[src/hw/rtl/lasc_pkg.sv]
`timescale 1ns / 1ps
`default_nettype none

package lasc_pkg;

	// Datapath of the bearing unit: operands sit near 2^60 after scaling.
	localparam int CW           = 64;
	localparam int ZW           = 28;
	localparam int CORDIC_STEPS = 27;
	localparam int ACC_FRAC     = 20;

	// Arctangent of 2^-i in 2^-20 degree, rounded.
	localparam logic signed [ZW-1:0] ATAN_DEG_TAB [CORDIC_STEPS] = '{
		28'sd47185920, 28'sd27855475, 28'sd14718068, 28'sd7471121, 28'sd3750058,
		28'sd1876857,  28'sd938658,   28'sd469357,   28'sd234682,  28'sd117342,
		28'sd58671,    28'sd29335,    28'sd14668,    28'sd7334,    28'sd3667,
		28'sd1833,     28'sd917,      28'sd458,      28'sd229,     28'sd115,
		28'sd57,       28'sd29,       28'sd14,       28'sd7,       28'sd4,
		28'sd2,        28'sd1
	};

	// Upper clamp of the accumulated angle: 90 degrees.
	localparam logic [ZW-2:0] ZMAX = 27'(90 * (2 ** ACC_FRAC));

	// Configuration port.
	localparam int CFG_IW = 3;
	localparam int CFG_DW = 14;

	localparam logic [CFG_IW-1:0] REG_LOC_EN     = 3'd0;
	localparam logic [CFG_IW-1:0] REG_LOC_CENTER = 3'd1;
	localparam logic [CFG_IW-1:0] REG_LOC_VIEW   = 3'd2;
	localparam logic [CFG_IW-1:0] REG_DET_CENTER = 3'd3;
	localparam logic [CFG_IW-1:0] REG_DET_VIEW   = 3'd4;

	localparam logic signed [13:0] CENTER_RST = 14'sd0;
	localparam logic [12:0]        VIEW_RST   = 13'd5760;

	// One rotation vector moving down the cell chain.
	typedef struct packed {
		logic signed [CW-1:0] x;
		logic signed [CW-1:0] y;
		logic signed [ZW-1:0] ang;
	} cordic_vec_t;

	// Sector settings seen by the final stage.
	typedef struct packed {
		logic               loc_en;
		logic signed [13:0] loc_center;
		logic [12:0]        loc_view;
		logic signed [13:0] det_center;
		logic [12:0]        det_view;
	} sector_cfg_t;

endpackage

`default_nettype wire

[src/hw/rtl/lasc_verdict.sv]
`timescale 1ns / 1ps
`default_nettype none

module lasc_verdict #(
	parameter int COORD_BITS      = 16,
	parameter int ANGLE_FRAC_BITS = 4
) (
	input  wire logic                       clk,
	input  wire logic                       arst_n,
	input  wire lasc_pkg::sector_cfg_t      cfg,
	input  wire logic                       up_valid,
	output logic                            up_ready,
	input  wire lasc_pkg::cordic_vec_t      up_vec,
	input  wire logic [3*COORD_BITS+8:0]    up_pay,
	output logic                            out_valid,
	input  wire logic                       out_stall,
	output logic signed [COORD_BITS-1:0]    out_x,
	output logic signed [COORD_BITS-1:0]    out_y,
	output logic signed [COORD_BITS-1:0]    out_z,
	output logic [7:0]                      out_intensity,
	output logic                            in_detection,
	output logic                            in_localization,
	output logic                            out_last
);
	import lasc_pkg::*;

	localparam int PW     = 3 * COORD_BITS + 9;
	localparam int F      = ANGLE_FRAC_BITS + 1;
	localparam int D450V  = 450 * (2 ** F);
	localparam int SW     = ($clog2(D450V) + 3 > 19) ? $clog2(D450V) + 3 : 19;
	localparam int RND_SH = ACC_FRAC - ANGLE_FRAC_BITS;

	localparam logic signed [SW-1:0] D90  = SW'(90 * (2 ** F));
	localparam logic signed [SW-1:0] D270 = SW'(270 * (2 ** F));
	localparam logic signed [SW-1:0] D360 = SW'(360 * (2 ** F));
	localparam logic signed [SW-1:0] D450 = SW'(D450V);
	localparam logic [ZW-1:0]        HALF = ZW'(2 ** (RND_SH - 1));

	logic                         valid_q;
	logic [PW-1:0]                pay_q;
	logic                         det_q, loc_q;
	logic signed [COORD_BITS-1:0] px, py;
	logic                         nz;
	logic signed [ZW-1:0]         ang;
	logic [ZW-2:0]                zc;
	logic [ZW-1:0]                zr;
	logic signed [SW-1:0]         a;
	logic signed [SW-1:0]         lc_ext, lv_ext, dc_ext, dv_ext;
	logic signed [SW-1:0]         loc_l, loc_r, det_l, det_r;
	logic                         det_hit, loc_hit;

	// Fixed per-quadrant window test; xs is the abscissa (point y).
	function automatic logic sector_hit(
		input logic                 xs_neg,
		input logic                 ys_neg,
		input logic signed [SW-1:0] av,
		input logic signed [SW-1:0] lv,
		input logic signed [SW-1:0] rv
	);
		logic hit;
		if (!xs_neg && !ys_neg) begin
			hit = (rv <= 0 && D90 + rv < av) || (lv - D270 > av && rv - D270 < av);
		end else if (xs_neg && !ys_neg) begin
			hit = (lv >= D360 && D450 - lv < av) || (D90 - rv > av && D90 - lv < av);
		end else if (xs_neg && ys_neg) begin
			hit = (lv >= D450 && lv - D450 > av) || (rv - D90 < av && lv - D90 > av);
		end else begin
			hit = (rv <= -D90 && -(D90 + rv) > av) || (D270 - lv < av && D270 - rv > av);
		end
		return hit;
	endfunction

	// Coordinates from the carried payload: {x, y, z, intensity, last}.
	assign px = up_pay[PW-1 -: COORD_BITS];
	assign py = up_pay[PW-1-COORD_BITS -: COORD_BITS];
	assign nz = (px != '0) && (py != '0);

	// Clamp the bearing to a quarter turn and round to the output grid, times two.
	always_comb begin
		ang = up_vec.ang;
		if (ang < 0) begin
			zc = '0;
		end else if (ang[ZW-2:0] > ZMAX) begin
			zc = ZMAX;
		end else begin
			zc = ang[ZW-2:0];
		end
		zr = ZW'(zc) + HALF;
		a  = $signed(SW'(zr >> RND_SH)) <<< 1;
	end

	// Sector edges: left = 2*center + view, right = 2*center - view.
	always_comb begin
		lc_ext = SW'(cfg.loc_center);
		lv_ext = $signed(SW'(cfg.loc_view));
		dc_ext = SW'(cfg.det_center);
		dv_ext = $signed(SW'(cfg.det_view));
		loc_l  = lc_ext + lc_ext + lv_ext;
		loc_r  = lc_ext + lc_ext - lv_ext;
		det_l  = dc_ext + dc_ext + dv_ext;
		det_r  = dc_ext + dc_ext - dv_ext;
		det_hit = nz && sector_hit(py[COORD_BITS-1], px[COORD_BITS-1], a, det_l, det_r);
		loc_hit = nz && cfg.loc_en
			&& sector_hit(py[COORD_BITS-1], px[COORD_BITS-1], a, loc_l, loc_r);
	end

	// Output register; it frees as soon as the result is taken.
	assign up_ready = !valid_q || !out_stall;

	always_ff @(posedge clk or negedge arst_n) begin
		if (!arst_n) begin
			valid_q <= 1'b0;
		end else if (up_ready) begin
			valid_q <= up_valid;
		end
	end

	always_ff @(posedge clk) begin
		if (up_ready && up_valid) begin
			pay_q <= up_pay;
			det_q <= det_hit;
			loc_q <= loc_hit;
		end
	end

	assign out_valid       = valid_q;
	assign out_x           = pay_q[PW-1 -: COORD_BITS];
	assign out_y           = pay_q[PW-1-COORD_BITS -: COORD_BITS];
	assign out_z           = pay_q[PW-1-2*COORD_BITS -: COORD_BITS];
	assign out_intensity   = pay_q[8:1];
	assign out_last        = pay_q[0];
	assign in_detection    = det_q;
	assign in_localization = loc_q;

endmodule

`default_nettype wire

[config.mk]
export PLATFORM = sky130hd
export DESIGN_NAME = lasc_verdict
export DESIGN_NICKNAME = d
export VERILOG_FILES = /design/src/hw/rtl/lasc_pkg.sv /design/src/hw/rtl/lasc_verdict.sv
export SDC_FILE = /design/constraint.sdc
export NUM_CORES = 1
export LEC_CHECK = 0
export ABC_AREA = 1
export BUFFER_PORTS_ARGS = -buffer_cell sky130_fd_sc_hd__clkbuf_2
export CELL_PAD_IN_SITES_DETAIL_PLACEMENT = 1
export CELL_PAD_IN_SITES_GLOBAL_PLACEMENT = 2
export CORE_MARGIN = 2
export CORE_UTILIZATION = 33
export CTS_BUF_LIST = sky130_fd_sc_hd__clkbuf_16
export DETAILED_ROUTE_END_ITERATION = 10
export GPL_TIMING_DRIVEN = 0
export PLACE_DENSITY = 0.91
export SLEW_MARGIN = 20
export SYNTH_ARGS = -nofsm -noshare
export SYNTH_HDL_FRONTEND = slang
export SYNTH_SLANG_ARGS = --single-unit
[constraint.sdc]
create_clock -name clk -period 10.33 [get_ports clk]
set_clock_uncertainty 0.05 [all_clocks]
set_input_delay 3.099 -clock clk [delete_from_list [all_inputs] [get_ports clk]]
set_output_delay 3.099 -clock clk [all_outputs]
set_load 0.02 [all_outputs]
Word level (Yosys, flattened, before mapping):

Index checks and enable logic that the tools add are counted.

* logic and storage cells: 116
* bits in registers: 60
* output and inout bits: 61
* input bits: 272

* $lt $le $gt $ge: 34
* reduce and logical (&&, ||, !) cells: 39
* add/sub/neg operators: 31
* mux-type cells: 8

Operators with widths (number)
* $gt 19x14->1: 8
* $lt 19x14->1: 6
* $lt 17x14->1: 6
* $ge 19x15->1 const B: 4
* $sub 15x19->19 const A: 4
* $sub 19x15->19 const B: 4
* $gt 17x14->1: 4
* $mux 27: 2
* $neg 17->19: 2
* $sub 13x19->19 const A: 2
* $sub 19x13->19 const B: 2
* $add 13x16->17 const A: 2
* $sub 13x16->17 const A: 2
* $sub 15x16->17 const A: 2
* $sub 16x13->17 const B: 2
* $sub 16x15->17 const B: 2
* $add 15x14->16: 2
* $le 16x1->1 const B: 2
* $le 16x13->1 const B: 2
* $reduce_bool 16->1: 2
* $sub 15x14->16: 2
* $add 14x14->15: 2
* $add 27x16->28 const B: 1
* $lt 28x1->1 const B: 1
* 5 further kinds: 44

Longest topological paths before layout:

* depth after elaboration: 11
* depth in mapped cells: 34
* depth with buffers taken out: 33

Worst setup path before layout:

Ideal clock, no wire load.

* kind: input port to flip-flop
* start: input up_vec[26] in the netlist's numbering
* end: register loc_q, in the netlist in_localization, data pin
* path buffers: 0
* required time: 10.134 ns
* arrival: 7.434 ns
* stages on the path: 28
* library setup time: 0.146 ns
* path slack: 2.700 ns
* path through: inv_1 -> nor4_1 -> nand3_1 -> o21ai_1 -> nand2_1 -> inv_2 -> nand2_1 -> inv_2 -> nand3_1 -> or3_1 -> nor3_2 -> nand2_1 -> xnor2_1 -> ha_1 -> nand2_1 -> nor2_1 -> a211oi_1 -> o211ai_1 -> a21o_1 -> a21oi_1 -> nand2_1 -> inv_1 -> nand3_1 -> nand2_1 -> nand2_1 -> nand2_1 -> nand3_1 -> a21oi_1

* longest elaborated chain between the ends: 11
* elaborated cells between the ends (all ways): 33
* those cells by class: add/sub: 1; order compare: 14; mux: 5; reduce/logical: 13

RTL lines
* start, declared: line lasc_verdict.sv:13 `input wire lasc_pkg::cordic_vec_t up_vec,`
* $gt 27x27->1: line lasc_verdict.sv:83 `end else if (ang[ZW-2:0] > ZMAX) begin`
* $mux 27: line lasc_verdict.sv:83
* $mux 27 (*): line lasc_verdict.sv:81 `if (ang < 0) begin`
* $add 27x16->28 (*): line lasc_verdict.sv:88 `zr = ZW'(zc) + HALF;`
* $gt 19x14->1, or another cell as far along: line lasc_verdict.sv:68 `hit = (rv <= -D90 && -(D90 + rv) > av) || (D270 - lv < av && D270 - rv > av);`
* $logic_and 1x1->1 (on tied branches): line lasc_verdict.sv:68, lasc_verdict.sv:66
* $logic_or 1x1->1 (on tied branches): line lasc_verdict.sv:68, lasc_verdict.sv:66
* $mux 1: line lasc_verdict.sv:65 `end else if (xs_neg && ys_neg) begin`
* $mux 1: line lasc_verdict.sv:63 `end else if (xs_neg && !ys_neg) begin`
* $mux 1 (*): line lasc_verdict.sv:61 `if (!xs_neg && !ys_neg) begin`
* $logic_and 1x1->1 (*): line lasc_verdict.sv:104 `&& sector_hit(py[COORD_BITS-1], px[COORD_BITS-1], a, loc_l, loc_r);`
* named net loc_hit: line lasc_verdict.sv:50 `logic det_hit, loc_hit;`
* end signal, assigned: line lasc_verdict.sv:122 `loc_q <= loc_hit;`
* end, declared: line lasc_verdict.sv:41 `logic det_q, loc_q;`

Mark *: on every way through the listed nets, which the timed path passes. The rest lies on a longest branch.
A chain may end at the register's enable or synchronous reset.

Worst setup path after layout:

Ends and elaborated chain as after synthesis.

==> summary.md <==
| Metric | Value |
|---|---|
| CP required | around 10 ns |
| Layout area overhead | 16.0% |
| Slew margin rel. | a little under a third |
| Max Root-Sink Buffers | 2 |
| Status | finished, final reports clean |
| Met1 GRT Util | 29.2% |
| Max_cap viols | 0 |
| Hold buffer count at CTS | 0 |
| Pre-CTS setup slack | 1.68 ns |
| Power consumption | 2350 uW |
| Hold Crit Class | flop to flop |
| P_sw | roughly 1300 uW |
| Mapped Avg Cell Area | ~6.5 sq um |
| Port bufs | 204 |
| Critical path class | input port to flop |
| Syn. warnings | 0 |
| Met2 GRT Util | 41.8% |
| Fin. max-slew vios | 0 |
| Vias | 16,400 |
| Clock Tree Root | clkbuf_16 |
| Initial antenna violation count | 1 |
| Share of cells above drive strength 1 | between 10% and 20% |
| Share of total power in the clock network | 12.1% |
| Commonest non-fill, non-tap cells in the layout | 639 x nand2_1, 255 x inv_1, 249 x ha_1 |
| Yosys cell types | 65 |
| Height of the chip | 216 um |
| R2R setup slack | 8.42 ns |
| Core area | 44,300 sq um |
| Cell-internal power | 1090 uW |
| Die width | 216 um |
| Critical Path Slowest Stage Cell | xor2_1 |
| Synth Instances | 2,304 |
| Average routed wire per standard cell | 17.6 um |
| Finished Layout Cells | 3,151 |
| FMAX | 0.121 GHz |
| Global-route met3 utilization | 1.85% |
| Flop pwr share | between 10% and 20% |
| Antenna Nets Post-Route | 0 |
| Post-synthesis cell area | 14,900 sq um |
| Number of diodes | 0 |
| Largest stage delay, worst path | 0.80 ns |
| DR iter-0 viols | about 800 |
| RSZ-0062 raised after global routing | no |
| Startpoint Class | input port |
| Switching Fraction | 53.6% |
| Critical path endpoint category | flop |
| Worst EP arrival | 8.41 ns |
| Hold Vio Cnt, Final | 0 |
| Setup ws final | slightly above 2 ns |
| Most used routing layer | met2 |
| Tmin final | 8.29 ns |
| DR DRC count | 0 |
| # rows | 77 |
| Tcrit/Tclk final | 80.2% |
| Clock Sinks | 60 |
| Clock Pin Slew Worst Setup and Hold Paths | 0.05 ns |
| CTS tree | yes |
| Starting Density | between 30 and 40% |
| Largest net degree at the start of global routing | 24 |
| Most common cell after layout, fill and taps aside | nand2_1 |
| TNS Setup | 0 ns |
| Worst vdd ir | 0.106 mV |
| Total gr overflow | 0 |
| Drt total wl | 55,300 um |
| # nets final | around 3,100 |
| Top Ports | 333 |
| CTS buffer count | 9 |
| Comb power frac | 75.6% |
| Post-CTS resize count | 0 |
| GP Congestion | 0.902 |
| P_leak | 0.00890 uW |
| DRT Pass-1 Iters | 5 |
| Number of enable flip-flop cells after synthesis | 59 |
| Post-synthesis register bit count | 60 |
| Largest fanout on the critical path | 8 |
| Final setup violation count | 0 |
| Clk Latency, worst-skew pair | 0.32 ns |
| Placed insts | 3,135 |
| H-tree Lvls | 3 |
| Sequential cell area fraction in the yosys report | 12.1% |
| First-pass GRT wire length | 88,100 um |
| Tightest Pin Transition | around 1 ns |
| Hpwl dp | 46,800 um |
| Postcts setup bufs | 0 |
| Vias/cell | 5.21 |
| Pwr Density | 136 nW/um^2 |
| GRT Total Usage | approximately 23% |
| Ys async rst share | between 1.5 and 2% |
| Vias in the first global route | 17,200 |
| Synth Flop Type | edfxtp_1 |
| Die area | 46,800 sq um |
| Cell mode on critical path | nand2_1 |
worst max-delay path: cells and delay by family:
kind	cells	cell delay (ns)
XOR/XNOR	1	0.80
buffers and inverters	4	0.32
AO/OA/AOI/OAI	7	1.18
AND/OR/NAND/NOR	16	2.59
adder cells (fa/ha/maj)	2	0.41
power groups by stage:
| stage | sequential, uW | combinational, uW | clock, uW |
|---|---|---|---|
| 3_5_place_dp | 294 | 1760 | 0 |
| 3_3_place_gp | 295 | 1660 | 0 |
| 5_1_grt | 291 | 2010 | 300 |
| 4_1_cts | 290 | 1770 | 290 |
| 6_report | 290 | 1770 | 284 |
| 2_1_floorplan | 312 | 1240 | 0 |
path summary, 6_finish.rpt:
path,startpoint,endpoint,cells past startpoint
max in group asynchronous,arst_n,out_valid,1
worst max-delay path,up_vec[26],in_localization,30
min in group asynchronous,arst_n,out_valid,1
worst max register to register,out_valid,pay_q[22],3
worst min-delay path,out_valid,out_valid,2
worst min register to register,out_valid,out_valid,2
area by class of cell:
type,instances,area (sq um)
tap,592,741
clock inverter,7,58.8
fill,5922,27100
sequential,60,1800
timing repair buffer,216,1220
multi-input combinational,1948,11900
inverter,294,1110
clock buffer,9,225
buffer,25,196
synthesized netlist by cell type, drive strengths merged (2+ instances only):
cell type	n	area share (%)
a211oi	15	0.76
a21o	9	0.45
a21oi	154	5.4
a31oi	6	0.29
and2	4	0.17
buf	24	1.3
edfxtp	59	12
fa	4	0.54
ha	249	21
inv	293	7.4
nand2	696	19
nand3	207	7.5
nand3b	5	0.34
nand4	62	2.7
nor2	222	6.4
nor3	23	0.95
nor4	17	0.72
nor4b	3	0.18
o211ai	11	0.59
o21a	4	0.20
o21ai	76	2.6
o21bai	6	0.30
o22ai	2	0.084
o31ai	7	0.35
o41ai	5	0.29
or2	6	0.27
or3	2	0.084
xnor2	18	1.1
xor2	102	6.7
state kept, by name, indices dropped and copies added, names as in the netlist:
signal           flops
in_detection         1
in_localization      1
out_valid            1
pay_q               57
metal layers:
metal	vias to the layer above	wire [um]
li1	8170	-
met1	7813	25200
met2	354	26700
met3	77	1940
met4	2	1460
met5	-	7
logic make-up (layout without fill, tap and decap cells):
| logic type | count (synthesis) | count (layout) | synth area share [%] |
|---|---|---|---|
| AO/OA/AOI/OAI | 303 | 303 | 11.8 |
| flip-flops | 60 | 60 | 12.1 |
| AND/OR/NAND/NOR | 1247 | 1247 | 38.0 |
| XOR/XNOR | 120 | 120 | 7.80 |
| buffers and inverters | 319 | 551 | 8.77 |
| multiplexers | 1 | 1 | 0.0757 |
| other | 1 | 24 | 0.0252 |
| adder cells (fa/ha/maj) | 253 | 253 | 21.5 |
per-stage QoR:
step / hold slack [ns] / util [%] / area, sq um
floorplan: 0.718 / - / 15000
global placement: 0.653 / 37.7 / 16700
detailed placement: 0.737 / 38.3 / 17000
CTS: 0.744 / 38.9 / 17300
global route: 0.729 / 38.9 / 17300
finish: 0.714 / 38.9 / 17300
Power figures use the tool's default switching activity.
