**src/hw/rtl/lasc_pkg.sv**
```systemverilog
`timescale 1ns / 1ps
`default_nettype none

package lasc_pkg;

	// Datapath of the bearing unit: operands sit near 2^60 after scaling.
	localparam int CW           = 64;
	localparam int ZW           = 28;
	localparam int CORDIC_STEPS = 27;
	localparam int ACC_FRAC     = 20;

	// Arctangent of 2^-i in 2^-20 degree, rounded.
	localparam logic signed [ZW-1:0] ATAN_DEG_TAB [CORDIC_STEPS] = '{
		28'sd47185920, 28'sd27855475, 28'sd14718068, 28'sd7471121, 28'sd3750058,
		28'sd1876857,  28'sd938658,   28'sd469357,   28'sd234682,  28'sd117342,
		28'sd58671,    28'sd29335,    28'sd14668,    28'sd7334,    28'sd3667,
		28'sd1833,     28'sd917,      28'sd458,      28'sd229,     28'sd115,
		28'sd57,       28'sd29,       28'sd14,       28'sd7,       28'sd4,
		28'sd2,        28'sd1
	};

	// Upper clamp of the accumulated angle: 90 degrees.
	localparam logic [ZW-2:0] ZMAX = 27'(90 * (2 ** ACC_FRAC));

	// Configuration port.
	localparam int CFG_IW = 3;
	localparam int CFG_DW = 14;

	localparam logic [CFG_IW-1:0] REG_LOC_EN     = 3'd0;
	localparam logic [CFG_IW-1:0] REG_LOC_CENTER = 3'd1;
	localparam logic [CFG_IW-1:0] REG_LOC_VIEW   = 3'd2;
	localparam logic [CFG_IW-1:0] REG_DET_CENTER = 3'd3;
	localparam logic [CFG_IW-1:0] REG_DET_VIEW   = 3'd4;

	localparam logic signed [13:0] CENTER_RST = 14'sd0;
	localparam logic [12:0]        VIEW_RST   = 13'd5760;

	// One rotation vector moving down the cell chain.
	typedef struct packed {
		logic signed [CW-1:0] x;
		logic signed [CW-1:0] y;
		logic signed [ZW-1:0] ang;
	} cordic_vec_t;

	// Sector settings seen by the final stage.
	typedef struct packed {
		logic               loc_en;
		logic signed [13:0] loc_center;
		logic [12:0]        loc_view;
		logic signed [13:0] det_center;
		logic [12:0]        det_view;
	} sector_cfg_t;

endpackage

`default_nettype wire

```
**src/hw/rtl/lasc_cell.sv**
```systemverilog
`timescale 1ns / 1ps
`default_nettype none

module lasc_cell #(
	parameter int SHIFT = 0,
	parameter int PW    = 57
) (
	input  wire logic                 clk,
	input  wire logic                 arst_n,
	input  wire logic                 up_valid,
	output logic                      up_ready,
	input  wire lasc_pkg::cordic_vec_t up_vec,
	input  wire logic [PW-1:0]        up_pay,
	output logic                      dn_valid,
	input  wire logic                 dn_ready,
	output lasc_pkg::cordic_vec_t     dn_vec,
	output logic [PW-1:0]             dn_pay
);
	import lasc_pkg::*;

	logic                 valid_q;
	cordic_vec_t          vec_q;
	logic [PW-1:0]        pay_q;
	cordic_vec_t          step;
	logic signed [CW-1:0] xi, yi, x_sh, y_sh;
	logic signed [ZW-1:0] angi;

	// One vectoring rotation: drive y toward zero and accumulate the angle.
	always_comb begin
		xi   = up_vec.x;
		yi   = up_vec.y;
		angi = up_vec.ang;
		x_sh = xi >>> SHIFT;
		y_sh = yi >>> SHIFT;
		if (yi > 0) begin
			step.x   = xi + y_sh;
			step.y   = yi - x_sh;
			step.ang = angi + ATAN_DEG_TAB[SHIFT];
		end else begin
			step.x   = xi - y_sh;
			step.y   = yi + x_sh;
			step.ang = angi - ATAN_DEG_TAB[SHIFT];
		end
	end

	// The cell takes a new request when empty or when its contents move on.
	assign up_ready = !valid_q || dn_ready;

	always_ff @(posedge clk or negedge arst_n) begin
		if (!arst_n) begin
			valid_q <= 1'b0;
		end else if (up_ready) begin
			valid_q <= up_valid;
		end
	end

	always_ff @(posedge clk) begin
		if (up_ready && up_valid) begin
			vec_q <= step;
			pay_q <= up_pay;
		end
	end

	assign dn_valid = valid_q;
	assign dn_vec   = vec_q;
	assign dn_pay   = pay_q;

endmodule

`default_nettype wire

```
**config.mk**
```make
export PLATFORM = sky130hd
export DESIGN_NAME = lasc_cell
export DESIGN_NICKNAME = d
export VERILOG_FILES = /design/src/hw/rtl/lasc_pkg.sv /design/src/hw/rtl/lasc_cell.sv
export SDC_FILE = /design/constraint.sdc
export NUM_CORES = 1
export LEC_CHECK = 0
export BUFFER_PORTS_ARGS = -buffer_cell sky130_fd_sc_hd__buf_4
export CORE_MARGIN = 1.5
export CORE_UTILIZATION = 30
export CTS_CLUSTER_DIAMETER = 60
export DETAILED_ROUTE_END_ITERATION = 16
export GPL_TIMING_DRIVEN = 0
export HOLD_SLACK_MARGIN = 0.15
export PLACE_DENSITY = 0.6
export RECOVER_POWER = 25
export SLEW_MARGIN = 20
export SYNTH_ARGS = -nofsm -noshare
export SYNTH_HDL_FRONTEND = slang
export SYNTH_SLANG_ARGS = --single-unit
export TNS_END_PERCENT = 30
```
**constraint.sdc**
```tcl
create_clock -name clk -period 8.35 [get_ports clk]
set_input_delay 2.0875 -clock clk [delete_from_list [all_inputs] [get_ports clk]]
set_output_delay 2.0875 -clock clk [all_outputs]
set_load 0.02 [all_outputs]
```
; Word level (Yosys, flattened, before mapping)
; Index checks and enable logic that the tools add are counted.
; Widths: inputs -> output; s select.
[word_totals]
reg_bits = 214
input_bits = 217
output_inout_bits = 215
wordCells = 15
[op_classes]
n_addsub = 5
magnitude_cmp = 1
n_mux = 1
reduce_logical = 3
[ops]
columns = operator, n
row1 = $mux 156, 1
row2 = $sub 64x64->64, 2
row3 = $add 64x64->64, 1
row4 = $gt 64x1->1 const B, 1
row5 = $add 28x27->28 const B, 1
row6 = $sub 28x27->28 const B, 1
row7 = $logic_and 1x1->1, 1
row8 = $logic_not 1->1, 1
row9 = $logic_or 1x1->1, 1

; Longest topological paths before layout
; Gate-level depths: netlist (run 1).
[logic_depth]
word_depth = 3
ltp_mapped = 14
depth_no_buf = 13

; Worst setup path before layout (run 1)
; Ideal clock, no wire load.
[synth_path]
path_type = in2reg
start = input dn_ready
end = register pay_q[0], in the netlist dn_pay[0] (enable)
setup_ns = 0.598
arrival_time_ns = 7.213
t_required_ns = 7.752
setup_slack_ns = 0.539
cell_stages = 2
path_buffers = 0
cell_sequence = nand2b_1 -> and2_1
[synth_between]
elab_chain_cells = 2
[synth_rtl]
columns = element, line_no
row1 = "start, declared", lasc_cell.sv:15  ; input wire logic dn_ready,
row2 = $logic_or 1x1->1, lasc_cell.sv:47  ; assign up_ready = !valid_q || dn_ready;
row3 = $logic_and 1x1->1, lasc_cell.sv:58  ; if (up_ready && up_valid) begin
row4 = "end signal, assigned", lasc_cell.sv:60  ; pay_q <= up_pay;
row5 = "end, declared", lasc_cell.sv:23  ; logic [PW-1:0] pay_q;
; No other way between the ends.
; A chain may end at the register's enable or synchronous reset.

; Worst setup path after layout (run 1)
[layout_path]
start = input dn_ready
end = register vec_q (netlist bit dn_vec[67]) (enable)
[layout_between]
elab_chain_cells = 2
[layout_rtl]
columns = element, line_no
row1 = $logic_or 1x1->1, lasc_cell.sv:47
row2 = $logic_and 1x1->1, lasc_cell.sv:58
row3 = "end signal, assigned", lasc_cell.sv:59  ; vec_q <= step;
row4 = "end, declared", lasc_cell.sv:22  ; cordic_vec_t vec_q;
; No other way between the ends.

==> results of run 1 <==
## synth_stat cells, drive strengths merged (8+ instances only)
| cell type | n | area (sq um) |
|---|---|---|
| nand4 | 41 | 263 |
| or2 | 14 | 87.6 |
| and2 | 11 | 68.8 |
| ha | 212 | 2650 |
| o21a | 26 | 195 |
| mux2i | 17 | 170 |
| o31ai | 29 | 223 |
| xor2 | 17 | 149 |
| buf | 42 | 216 |
| inv | 200 | 751 |
| nor2 | 182 | 691 |
| a31oi | 24 | 163 |
| clkbuf | 53 | 199 |
| o211ai | 16 | 120 |
| nand2b | 17 | 106 |
| nor4 | 35 | 231 |
| nor2b | 27 | 171 |
| xnor2 | 113 | 990 |
| o21ai | 171 | 878 |
| a21oi | 302 | 1530 |
| a21o | 41 | 308 |
| nor3 | 52 | 260 |
| or3 | 8 | 50.1 |
| nand3 | 33 | 165 |
| nand2 | 132 | 495 |
| a21boi | 13 | 101 |
| a221oi | 14 | 123 |
| a211oi | 13 | 97.6 |
| o21bai | 51 | 383 |
| a2111oi | 8 | 101 |
| o311ai | 10 | 113 |
| edfxtp | 212 | 6370 |
| o221ai | 8 | 70.1 |
## layout make-up
class / instances / area (sq um)
inverter: 202 / 758
multi-input combinational: 1731 / 11900
timing repair buffer: 436 / 3280
clock buffer: 33 / 718
tap: 855 / 1070
clock inverter: 17 / 204
antenna: 2 / 5.00
sequential: 213 / 6390
fill: 6579 / 39500
buffer: 95 / 415
## worst min-delay path: stages (launching register included)
cell      delay (ns)
dfrtp_1         0.35
nand2b_1        0.09
nand2b_1        0.08
## worst paths after layout
kind	endpoint	slack [ns]	cells after the start
max in group asynchronous	dn_valid	6.98	1
hold / removal	dn_valid	0.55	2
setup / recovery	dn_vec[67]	2.07	5
hold reg to reg	dn_valid	0.55	2
setup reg to reg	dn_vec[67]	3.33	4
min in group asynchronous	dn_valid	1.29	1
## layer usage
metal / vias up / track usage, % / part of all wire (%)
li1: 9091 / - / -
met1: 9440 / 34.5 / 42
met2: 1229 / 39.6 / 43
met3: 219 / 5.56 / 10
met4: 6 / 9.05 / 4.0
met5: - / 0 / 0.034
## state kept, by name, indices dropped and copies added (netlist names)
register  flops
dn_vec      155
dn_pay       57
dn_valid      1
## through the flow
stage / setup TNS (ns) / worst slack (ns) / utilization, % / hold slack (ns)
finish: 0 / 2.07 / 38.4 / 0.551
global route: 0 / 1.57 / 38.4 / 0.601
CTS: 0 / 2.12 / 38.5 / 0.566
detailed placement: 0 / 1.53 / 37.1 / 0.552
global placement: -381.33 / -1.84 / 36.9 / 0.529
floorplan: 0 / 0.539 / - / 0.783
## logic make-up (layout without fill, tap and decap cells)
kind of cell / count (synthesis) / in the layout / synth area share (%)
other: 0 / 2 / 0
adders and majority gates: 216 / 216 / 14.1
AOI/OAI and AO/OA: 786 / 786 / 25.5
muxes: 17 / 17 / 0.877
buffers and inverters: 297 / 783 / 6.05
xor gates and xnor gates: 130 / 130 / 5.87
DFF: 213 / 213 / 32.9
and+or+nand+nor: 582 / 582 / 14.6
## power breakdown
group          leakage, nW  total [mW]  internal [mW]  switching, mW
clock                0.448        1.22          0.736          0.484
sequential            2.03        1.37           1.33         0.0336
combinational         7.85        1.61          0.554           1.06
total                 10.3        4.20           2.62           1.57
==> qor.yml, run 1 <==
status: "complete, but fails checks"
violations: "capacitance limit, slew limit"
critPathMaxStageDelay_ns: 2.08
cts_tree: "done"
io_pins: 432
vdd_ir_drop_max_uv: 145
synth-seq-cells: 213
vias_per_cell: 5.58
placed_cells: 3532
async_flop_share_pct: 0.469
place.gp.congestion: 1.05
htree_levels: 1
die_x_um: 257
cts-root-buf: "clkbuf_16"
setup_viol: 0
hold_start: "dn_valid"
endpoint_kind: "flip-flop"
synth_edf_count: 212
clk_pin_slew_worst_paths_ns: 0.06
place_area_sq_um: 23800
mostFrequentLayoutCells: "353 x buf_4, 298 x a21oi_1, 212 x ha_1, 212 x edfxtp_1, 195 x inv_1"
cts_setup_buffers: 0
core_sq_um: 64200
ant_nets: 0
syn_nets: 2674
cts_buffers: 27
relSlewSlack_pct: -85.6
die_h_um: 257
critPathRequiredTime_ns: 8.61
syn2layout_area_growth_pct: 27.2
p_leak_nw: 10.3
finalCriticalPeriod_ns: 6.28
p_per_area_nw_per_um2: 170
hp-class: "flip-flop to flip-flop"
ys_warn_count: 0
grt_pass1_wl_um: 126000
power_mw: 4.20
tightest_slew_ns: 2.78
synthCells: 2241
cp.arrival_ns: 6.53
wl_per_cell_um: 24.6
skew_ns: 0.0207
finalHoldViolations: 0
grt_max_degree: 55
die-area_sq_um: 66200
rsz0062_at_grt: "false"
critical_path_class: "input port to flip-flop"
clock.fmax_ghz: 0.159
grt_usage_pct: 25.4
cp-start-kind: "input port"
cap_violations: 3
drive_above_1_share_pct: 20.1
clockBufferDepth: 3
cts.sinks: 213
drcViolationCount: 0
startpoint: "dn_ready"
finalCritPeriodShare_pct: 75.2
cts_hold_buf: 0
antenna_found_initial: 4
finalInstanceArea_sq_um: 24700
grt-ovfl-total: 0
yosysSeqAreaShare_pct: 32.9
crit_family: "buffers and inverters"
start_util_pct: 30.2
insertion_delay_ns: 0.58
std_cell_rows: 93
ctsResizeCount: 0
worstPathCellList: "clkbuf_4, nand2b_1, and2_0, clkbuf_1, buf_12"
maxSlewViolCount: 133
dpl.hpwl_um: 72100
cp_slowest_cell: "clkbuf_1"
fin_cells: 3584
final_nets: 3139
routed_wl_um: 88300
drt-pass1-iter-count: 6
syn_area_per_cell_sq_um: 8.66
critPathMaxFanout: 54
crit_buf_inv: 3
netlist_area_sq_um: 19400
timing.rr.start: "dn_valid"
synth.distinct_cells: 96
grt_pass1_vias: 18900
first_iter_violations: 2443
final_common_cell: "buf_4"
vias: 20000
synth_flop_cell: "edfxtp_1"
portBuffers: 431
No activity file was read; power rests on OpenSTA's default activity.
==> inputs of run 2 (changes only) <==
PLACE_DENSITY = 0.62   (was 0.6)
clock period = 5.7 ns   (was 8.35 ns; I/O delays follow)
==> qor.yml, run 2 (synthesis gave the netlist of run 1 again) <==
status: "complete, but fails checks"
violations: "capacitance limit, slew limit"
portBuffers: 431
drt-pass1-iter-count: 7
p_comb_share_pct: 39.4
cp.arrival_ns: 5.89
finalSetupTns_ns: 0
grt_usage_pct: 25.9
largest_reg_flops: 155
p_leak_nw: 10.3
vdd_ir_drop_max_uv: 206
insertion_delay_ns: 0.57
cts-root-buf: "clkbuf_16"
vias_per_cell: 5.54
clock.fmax_ghz: 0.179
die-area_sq_um: 66200
tightest_slew_ns: 3.72
drive_above_1_share_pct: 20.2
grt_pass1_wl_um: 128000
finalHoldViolations: 0
maxSlewViolCount: 53
fin_util_pct: 38.4
antenna_found_initial: 2
startpoint: "up_vec[61]"
fin_cells: 3579
start_util_pct: 30.2
place.gp.congestion: 1.01
cts.sinks: 213
p_per_area_nw_per_um2: 245
io_pins: 432
p_clk_share_pct: 27.5
mostFrequentLayoutCells: "353 x buf_4, 298 x a21oi_1, 212 x ha_1, 212 x edfxtp_1, 195 x inv_1"
grt_pass1_vias: 19100
clk_pin_slew_worst_paths_ns: 0.06
dpl.hpwl_um: 74000
internal_power_mw: 3.73
hold_start: "dn_valid"
routed_wl_um: 90000
first_iter_violations: 2356
p_switching_mw: 2.30
syn2layout_area_growth_pct: 27.1
critical_path_class: "input port to flip-flop"
core_sq_um: 64200
cts_buffers: 26
netSwitchingFraction_pct: 38.2
p_seq_share_pct: 33.1
timing.rr.start: "dn_valid"
placed_cells: 3531
die_x_um: 257
critPathMaxFanout: 12
finalCriticalPeriod_ns: 5.57
hp-class: "flip-flop to flip-flop"
clockBufferDepth: 3
htree_levels: 1
die_h_um: 257
drcViolationCount: 0
skew_ns: 0.0198
cp-start-kind: "input port"
finalCritPeriodShare_pct: 97.8
vias: 19800
endpoint_kind: "flip-flop"
cap_violations: 1
ant_nets: 0
relSlewSlack_pct: -148
grt_max_degree: 56
critPathRequiredTime_ns: 6.02
setup_viol: 0
final_common_cell: "buf_4"
grt-ovfl-total: 0
rsz0062_at_grt: "false"
power_mw: 6.04
final_nets: 3137
std_cell_rows: 93
cts_tree: "done"
cts_setup_buffers: 0
wl_per_cell_um: 25.1
-- run 2: layout make-up --
class,instances,area [sq um]
Antenna cell,1,2.50
Buffer,95,415
Clock buffer,35,706
Clock inverter,12,136
Fill cell,6766,39600
Inverter,202,758
Multi-Input combinational cell,1731,11900
Sequential cell,213,6390
Tap cell,855,1070
Timing Repair Buffer,435,3310
-- run 2: worst paths after layout --
path | end | slack (ns) | cells past startpoint
worst max-delay path | dn_vec[27] | 0.13 | 15
worst min-delay path | dn_valid | 0.54 | 2
worst max register to register | dn_vec[132] | 1.49 | 4
worst min register to register | dn_valid | 0.54 | 2
max in group asynchronous | dn_valid | 4.99 | 1
min in group asynchronous | dn_valid | 0.63 | 1
-- run 2: per-stage QoR --
| step | worst slack [ns] | hold slack, ns | area [sq um] |
|---|---|---|---|
| floorplan | 0.918 | 0.782 | 19400 |
| global placement | -1.07 | 0.517 | 23700 |
| detailed placement | -0.540 | 0.534 | 23800 |
| CTS | 0.0696 | 0.549 | 24700 |
| global route | 0.0128 | 0.593 | 24700 |
| finish | 0.126 | 0.542 | 24700 |
-- run 2: timing repair --
action                     4_1_cts  5_1_grt
resized for setup                0        2
setup endpoints to repair        0        1
hold buffers                     0        0
-- run 2: power groups by stage --
stage | sequential (mW) | combinational [mW] | clock, mW
after floorplan | 2.22 | 1.15 | 0
after global placement | 2.04 | 2.32 | 0
after detailed placement | 2.03 | 2.32 | 0
after CTS | 2.00 | 2.33 | 1.71
after global routing | 2.01 | 2.52 | 1.77
final | 2.00 | 2.38 | 1.66
-- run 2: layer usage --
layer / part of all wire, % / track usage (%) / wire length [um] / vias up
li1: - / - / - / 9084
met1: 42 / 34.7 / 38100 / 9480
met4: 3.3 / 8.07 / 2950 / 2
met5: 0.014 / 0 / 13 / -
met3: 9.9 / 6.15 / 8910 / 155
met2: 44 / 41.1 / 40000 / 1115
-- run 2: critical path, cell delays in order --
cell and delay (ns):
buf_4 0.13, nor4_1 0.86, nand4_1 0.18, o41ai_1 0.52, inv_1 0.14, clkbuf_1 0.36, clkbuf_1 0.45, buf_2 0.39
ha_1 0.37, a21oi_1 0.25, o21bai_1 0.09, a21oi_1 0.24, o21bai_1 0.09, a21oi_1 0.27, xnor2_1 0.12
==> inputs of run 3 (changes only) <==
CORE_UTILIZATION = 33   (was 30)
PLACE_DENSITY = 0.66   (was 0.62)
==> qor.yml, run 3 (synthesis gave the netlist of run 1 again) <==
status: "complete, but fails checks"
violations: "capacitance limit, slew limit"
vias: 20100
setup_ws_ns: 0.148
p_clk_share_pct: 27.4
cp.arrival_ns: 5.87
fin_util_pct: 42.4
grt_usage_pct: 27.8
skew_ns: 0.0247
p_comb_share_pct: 39.3
drive_above_1_share_pct: 20.4
cts_buffers: 27
first_iter_violations: 1996
clk_pin_slew_worst_paths_ns: 0.06
timing.rr.start: "dn_valid"
p_per_area_nw_per_um2: 244
dpl.hpwl_um: 71400
hold_start: "dn_valid"
multi_input_area_sq_um: 11900
hold_end: "dn_valid"
portBuffers: 431
clock.fmax_ghz: 0.180
cp-start-kind: "input port"
cts-root-buf: "clkbuf_16"
critPathMaxFanout: 12
drt-pass1-iter-count: 6
finalCriticalPeriod_ns: 5.55
p_switching_mw: 2.30
hp-class: "flip-flop to flip-flop"
die-area_sq_um: 60300
setup_viol: 0
endpoint_kind: "flip-flop"
largest_reg_flops: 155
regToRegEndpoint: "dn_vec[67]"
die_h_um: 245
finalHoldViolations: 0
grt_max_degree: 56
cts_hold_buf: 0
ctsResizeCount: 1
grt_pass1_wl_um: 126000
p_leak_nw: 10.3
final_common_cell: "buf_4"
relSlewSlack_pct: -147
startpoint: "up_vec[38]"
critical_path_class: "input port to flip-flop"
die_x_um: 245
antenna_found_initial: 2
fillCellCount: 5931
cts.sinks: 213
wl_per_cell_um: 25.1
vdd_ir_drop_max_uv: 206
cts_setup_buffers: 0
io_pins: 432
start_util_pct: 33.5
reg2reg_depth: 4
internal_power_mw: 3.69
ant_nets: 0
std_cell_rows: 88
reg2reg_slack_ns: 1.51
rsz0062_at_grt: "false"
htree_levels: 1
clockBufferDepth: 3
cap_violations: 1
ff_latch_area_sq_um: 6390
pre_cts_slack_ns: -0.694
mostFrequentLayoutCells: "353 x buf_4, 298 x a21oi_1, 212 x ha_1, 212 x edfxtp_1, 195 x inv_1"
place.gp.congestion: 1.03
netSwitchingFraction_pct: 38.4
maxSlewViolCount: 53
grt-ovfl-total: 0
drcViolationCount: 0
core_sq_um: 57900
syn2layout_area_growth_pct: 26.5
grt_pass1_vias: 19100
min_path_cells: 2
critPathRequiredTime_ns: 6.02
cts_tree: "done"
antenna_cells: 0
tightest_slew_ns: 3.70
p_seq_share_pct: 33.3
finalCritPeriodShare_pct: 97.4
vias_per_cell: 5.75
routed_wl_um: 87500
final_nets: 3138
power_mw: 5.99
insertion_delay_ns: 0.59
-- run 3: cell count changes in the layout (fill, tap and decap cells not counted), sizes merged --
cell / before / now
bufinv: 2 / 1
clkinv: 7 / 12
clkinvlp: 1 / 3
inv: 204 / 205
diode: 1 / 0
clkbuf: 169 / 165
-- run 3: how the worst max path moves through the flow --
stage,endpoint,cells past startpoint
detailed placement,dn_vec[27],15
global placement,dn_vec[27],15
global route,dn_vec[27],15
CTS,dn_vec[27],15
floorplan,dn_pay[0],2
finish,dn_vec[27],15
-- run 3: layout make-up --
cell class | instances | area share (%)
plain buffers | 95 | 1.69
flip-flops and latches | 213 | 26.0
clock buffers | 31 | 2.81
inverters | 202 | 3.09
repair buffers | 435 | 13.5
multi-input cells | 1731 | 48.3
clock inverters | 19 | 0.617
well taps | 765 | 3.90
-- run 3: power by group through the flow --
stage | Sequential, mW | Combinational [mW] | Clock (mW)
final | 2.00 | 2.35 | 1.64
after global placement | 2.04 | 2.29 | 0
after global routing | 2.01 | 2.49 | 1.75
after detailed placement | 2.03 | 2.28 | 0
after CTS | 2.00 | 2.30 | 1.69
after floorplan | 2.22 | 1.15 | 0
-- run 3: layer usage --
metal  vias to the layer above  GRT usage, %  share of wire (%)
met4                         4          9.91                3.8
met1                      9567          37.9                 42
met5                         -             0              0.025
met2                      1214          43.5                 43
li1                       9077             -                  -
met3                       201          5.69                 11
-- run 3: through the flow --
| step | TNS [ns] | std cells | instance area, sq um | hold slack, ns |
|---|---|---|---|---|
| floorplan | 0 | 2241 | 19400 | 0.782 |
| global placement | -52.08 | 3437 | 23600 | 0.521 |
| detailed placement | -2.17 | 3441 | 23700 | 0.538 |
| CTS | 0 | 3491 | 24500 | 0.553 |
| global route | 0 | 3491 | 24500 | 0.603 |
| finish | 0 | 3491 | 24500 | 0.545 |
-- run 3: critical path, cell delays in order --
cell and delay (ns):
buf_4 0.14, nor4_1 0.83, nand4_1 0.18, o41ai_1 0.50
inv_1 0.16, clkbuf_1 0.39, clkbuf_1 0.46, buf_2 0.40
ha_1 0.38, a21oi_1 0.21, o21bai_1 0.09, a21oi_1 0.24
o21bai_1 0.09, a21oi_1 0.25, xnor2_1 0.11
